## src/design/object_slot_table_assert.svh

```systemverilog
// ----------------------------------------------------------------------------
// object_slot_table_assert.svh
// Assertion macros for the slot table checks.
// ----------------------------------------------------------------------------
`ifndef OBJECT_SLOT_TABLE_ASSERT_SVH
`define OBJECT_SLOT_TABLE_ASSERT_SVH

// same-cycle implication, sampled on clk, off during reset
`define OST_ASSERT_NOW(lbl, ante, cons, msg) \
  lbl: assert property (@(posedge clk) disable iff (!rst_n) (ante) |-> (cons)) \
    else $error(msg);

// next-cycle implication, sampled on clk, off during reset
`define OST_ASSERT_NEXT(lbl, ante, cons, msg) \
  lbl: assert property (@(posedge clk) disable iff (!rst_n) (ante) |=> (cons)) \
    else $error(msg);

`endif

```

## src/design/ost_pkg.sv

```systemverilog
// ----------------------------------------------------------------------------
// ost_pkg
// Shared constants, operation codes and control types of the slot table.
// ----------------------------------------------------------------------------
package ost_pkg;

  localparam int SLOTS  = 256;
  localparam int ADDR_W = $clog2(SLOTS);
  localparam int CNT_W  = ADDR_W + 1;
  localparam int OP_W   = 3;
  localparam int ID_W   = 16;
  localparam int IDX_W  = 9;
  localparam int SLOT_W = 8;
  localparam int MARK_W = 9;

  localparam logic [ID_W-1:0] ID_LOW_MASK = 16'h07FF;

  localparam logic [OP_W-1:0] OP_ALLOC    = 3'd0;
  localparam logic [OP_W-1:0] OP_RELEASE  = 3'd1;
  localparam logic [OP_W-1:0] OP_FIND_EQ  = 3'd2;
  localparam logic [OP_W-1:0] OP_FIND_RNG = 3'd3;
  localparam logic [OP_W-1:0] OP_FIND_MSK = 3'd4;
  localparam logic [OP_W-1:0] OP_RECOMP   = 3'd5;
  localparam logic [OP_W-1:0] OP_CLEAR    = 3'd6;

  typedef struct packed {
    logic load;
    logic scan;
    logic exec;
  } cmd_t;

  typedef struct packed {
    logic done;
  } sts_t;

endpackage

```

## src/design/ost_ctrl.sv

```systemverilog
// ----------------------------------------------------------------------------
// ost_ctrl
// Request sequencer: accepts a request, runs a scan or a single-cycle
// action in the datapath, and strobes the result.
// ----------------------------------------------------------------------------
module ost_ctrl (
  input  logic                       clk,
  input  logic                       rst_n,
  input  logic                       start,
  input  logic [ost_pkg::OP_W-1:0]   in_operation,
  input  ost_pkg::sts_t              sts,
  output ost_pkg::cmd_t              cmd,
  output logic                       busy,
  output logic                       out_valid
);

  localparam logic [1:0] ST_IDLE = 2'd0;
  localparam logic [1:0] ST_SCAN = 2'd1;
  localparam logic [1:0] ST_EXEC = 2'd2;

  logic [1:0] state_r;
  logic [1:0] state_nxt;
  logic       out_valid_r;
  logic       out_valid_nxt;
  logic       is_scan;

  always_comb begin
    case (in_operation)
      ost_pkg::OP_ALLOC,
      ost_pkg::OP_FIND_EQ,
      ost_pkg::OP_FIND_RNG,
      ost_pkg::OP_FIND_MSK,
      ost_pkg::OP_RECOMP: is_scan = 1'b1;
      default:            is_scan = 1'b0;
    endcase
  end

  always_comb begin
    state_nxt     = state_r;
    out_valid_nxt = 1'b0;
    cmd           = '0;
    case (state_r)
      ST_IDLE: begin
        if (start) begin
          cmd.load  = 1'b1;
          state_nxt = is_scan ? ST_SCAN : ST_EXEC;
        end
      end
      ST_SCAN: begin
        cmd.scan = 1'b1;
        if (sts.done) begin
          out_valid_nxt = 1'b1;
          state_nxt     = ST_IDLE;
        end
      end
      ST_EXEC: begin
        cmd.exec      = 1'b1;
        out_valid_nxt = 1'b1;
        state_nxt     = ST_IDLE;
      end
      default: state_nxt = ST_IDLE;
    endcase
  end

  always_ff @(posedge clk) begin
    if (!rst_n) begin
      state_r     <= ST_IDLE;
      out_valid_r <= 1'b0;
    end else begin
      state_r     <= state_nxt;
      out_valid_r <= out_valid_nxt;
    end
  end

  assign busy      = (state_r != ST_IDLE);
  assign out_valid = out_valid_r;

endmodule

```

## config.mk

```make
export PLATFORM = sky130hd
export DESIGN_NAME = ost_ctrl
export DESIGN_NICKNAME = d
export VERILOG_FILES = /design/src/design/object_slot_table_assert.svh /design/src/design/ost_pkg.sv /design/src/design/ost_ctrl.sv
export SDC_FILE = /design/constraint.sdc
export NUM_CORES = 1
export LEC_CHECK = 0
export ABC_AREA = 1
export BUFFER_PORTS_ARGS = -buffer_cell sky130_fd_sc_hd__buf_2
export CAP_MARGIN = 30
export CORE_AREA = 4 4 41 43
export CTS_CLUSTER_SIZE = 8
export DETAILED_ROUTE_END_ITERATION = 12
export DIE_AREA = 0 0 45 47
export PLACE_DENSITY_LB_ADDON = 0.25
export SYNTH_ARGS = -nofsm -noshare
export SYNTH_HDL_FRONTEND = slang
export SYNTH_SLANG_ARGS = --single-unit
```

## constraint.sdc

```tcl
create_clock -name clk -period 3.08 [get_ports clk]
set_clock_uncertainty 0.15 [all_clocks]
set_input_delay 0 -clock clk [delete_from_list [all_inputs] [get_ports clk]]
set_output_delay 0 -clock clk [all_outputs]
set_load 0.02 [all_outputs]
```

==> impl_summary.txt <==
----------------------------------------------------
[Power and ir drop]
  Leakage Power ... 0.2192 nW
  Post-route total power ... 153.1 uW
  Total power density per cell area ... 394.6 nW/um2
  Max VDD drop ... 0.0001032 V

[Synthesis]
  Predominant post-synthesis flop cell ... dfxtp_1
  Leading cell types by total area after synthesis ... dfxtp_1 28%, nand2_1 22%, ha_1 17%
  Number of synthesized flops with an enable pin ... 0
  Mean post-synth cell area ... 6.403 um2
  Fraction of registers with async set or reset after synthesis ... 0
  Post-synthesis instance total ... 34
  Cell taking the most area after synthesis ... dfxtp_1
  Area fraction of the dominant cell type after synthesis ... 0.2759
  Number of nets in the synthesized netlist ... 44
  Most frequent cell after synthesis ... nand2_1
  Sequential cell area fraction in the yosys report ... 0.2759
  Total of warnings raised by yosys ... 0
  Number of flip-flops and latches in the synthesized netlist ... 3
  Unique masters post-synth ... 9
  Mapped cell area ... 217.7 um2
  Leading cell types by count after synthesis ... 13 x nand2_1, 8 x inv_1, 3 x a21oi_1, 3 x dfxtp_1, 3 x ha_1

[Die]
  Vert. Die Dim ... 47 um
  Overall die width ... 45 um
  Starting Density ... 0.1673
  Placeable Area ... 1301 um2
  Full die area ... 2115 um2
  IO Pins ... 12
  Placement row count ... 13

[Timing]
  Final number of hold-violating endpoints ... 0
  Share of the clock period used by the worst path ... 0.6408
  Hold slack ... 0.02164 ns
  Total negative setup slack ... 0 ns
  Setup repair after global routing missed its margin ... false
  Max-slew violations ... 0
  Crit path time final ... 1.974 ns
  Actual slew at the worst max-slew pin ... 0.1479 ns
  Number of setup violations in the final report ... 0
  Normalized max-slew margin ... 0.9014
  Highest achievable clock rate ... 0.5067 GHz

[Hold path]
  Min-Delay Startpoint ... sts
  Hold EP ... state_r[1]
  Worst hold path cell count ... 5
  Worst hold path class ... primary input to register

[Drt]
  Vias per cell ... 3.775
  Count of routing violations after the opening detailed-route iteration ... 4
  Iteration count of the initial detailed-routing pass ... 3
  Count of antenna-violating nets left after detailed routing ... 0
  Total vias in the final route ... 268
  Routed wire length per instance ... 7.690 um
  Final wirelength ... 546 um
  DRC Markers ... 0

[Placement]
  Cell count after placement ... 60
  Instance area after placement ... 291.5 um2
  Detail Placement HPWL ... 429.3 um
  Placer Congestion ... 0.6735
  Count of buffers inserted at the top-level ports ... 11

[Setup path]
  Worst setup EP type ... register
  Element type at the critical path start ... primary input
  Maximum fanout along the worst path ... 2
  Launch instance of the worst register-to-register path ... state_r[1]
  Data required time at the worst endpoint ... 3.05 ns
  Number of cells traversed by the worst register-to-register path ... 6
  Capturing point of the worst reg2reg path ... state_r[0]
  Category of the critical setup timing path ... primary input to register
  Data arrival, critical path ... 1.94 ns
  Worst R2R Setup Slack ... 1.33 ns

[Cells and area]
  Area delta synth->final ... 78.16%
  Number of antenna cells inserted ... 0
  Number of nets in the finished design ... 67
  Ratio of cells with drive above 1 in the final layout ... 0.2857
  Post-route standard cell area excluding fillers ... 387.9 um2
  Post-route insts no fill ... 71

[CTS]
  Number of H-tree branching levels ... 1
  Clock tree from TritonCTS ... built
  Clock tree root driver cell ... clkbuf_4
  CTS Buf Count ... 3
  CTS Sinks ... 3
  Clock transition time at the flip-flop clock pins of the worst setup and hold paths ... 0.04 ns
  Maximum count of clock buffers along a single path ... 2
  Setup repair bufs after CTS ... 0
  Clock insertion delay at the later pin of the skew report ... 0.23 ns

[Global route]
  Overflow after GRT ... 0
  Wire length of the first global-routing pass ... 945 um
  Total global-route track usage ... 0.06709
  Initial antenna violation count ... 0
  Number of global-route vias before repair ... 261
  Pin count of the biggest net entering global routing ... 5

[Run]
  Max-cap violation count ... 0

[Run status]
  Result of the run ... finished clean

----------------------------------------------------
[critical path: stages]
cell and delay [ns]:
dlygate4sd3_1 0.53, buf_2 0.12, nand2_1 0.05, dlygate4sd3_1 0.53, nand2_1 0.05, dlygate4sd3_1 0.54, nand2_1 0.06, a21oi_1 0.05
[flip-flops by register name (all words and copies together) (netlist names)]
signal / cells
out_valid: 1
state_r: 2
[metrics by stage]
| stage | worst slack [ns] | util |
|---|---|---|
| 2_1_floorplan | 1.837 | - |
| 3_3_place_gp | 1.875 | 0.2240 |
| 3_5_place_dp | 1.865 | 0.2240 |
| 4_1_cts | 1.100 | 0.2981 |
| 5_1_grt | 1.022 | 0.2981 |
| 6_report | 1.106 | 0.2981 |
[cells in the final DEF, fill, tap and decap left out]
master	count
o21ai_2	1
inv_1	8
ha_1	3
clkbuf_1	1
nand3_1	1
buf_2	11
dfxtp_1	3
a21oi_2	1
nor2_1	1
dlygate4sd3_1	7
nand2_1	13
clkbuf_4	3
a21oi_1	3
[cells by family (layout without fill, tap and decap cells)]
kind of cell / count (synthesis) / count (layout) / share of synthesized area
adders and majority gates: 3 / 3 / 0.1724
DFF: 3 / 3 / 0.2759
AOI/OAI and AO/OA: 5 / 5 / 0.1494
and+or+nand+nor: 15 / 15 / 0.2643
buffers and inverters: 8 / 30 / 0.1379
[per-layer routing]
layer | vias to the layer above | GRT usage | share of wire
met1 | 118 | 0.06122 | 0.41
met3 | 0 | 0.03448 | 0.082
met2 | 6 | 0.1045 | 0.50
li1 | 144 | - | -
met5 | - | 0 | 0
met4 | 0 | 0.07018 | 0
[power breakdown]
| group | internal [mW] | switching [mW] |
|---|---|---|
| Clock | 0.0485 | 0.0200 |
| Sequential | 0.0411 | 0.00129 |
| Combinational | 0.0195 | 0.0227 |
| Total | 0.109 | 0.0440 |
[final cells by class]
type | count | area (um2)
Timing Repair Buffer | 18 | 125.1
Sequential cell | 3 | 60.06
Inverter | 8 | 30.03
Clock buffer | 4 | 26.28
Tap cell | 15 | 18.77
Fill cell | 159 | 913.4
Multi-Input combinational cell | 23 | 127.6
[timing repair]
item / 4_1_cts / 5_1_grt
hold endpoints to repair: 3 / 0
hold buffers: 7 / 0
endpoints found under the setup margin: 0 / 0
gates resized for setup: 0 / 0
[how the worst max path moves through the flow]
stage                                from          to  slack [ns]
final                     in_operation[1]  state_r[1]        1.11
after global routing      in_operation[1]  state_r[1]        1.02
after CTS                 in_operation[1]  state_r[1]        1.10
after detailed placement       state_r[1]  state_r[1]        1.87
after global placement         state_r[0]  state_r[0]        1.88
after floorplan                state_r[1]  state_r[0]        1.84
(Power assumes the default switching activity.)
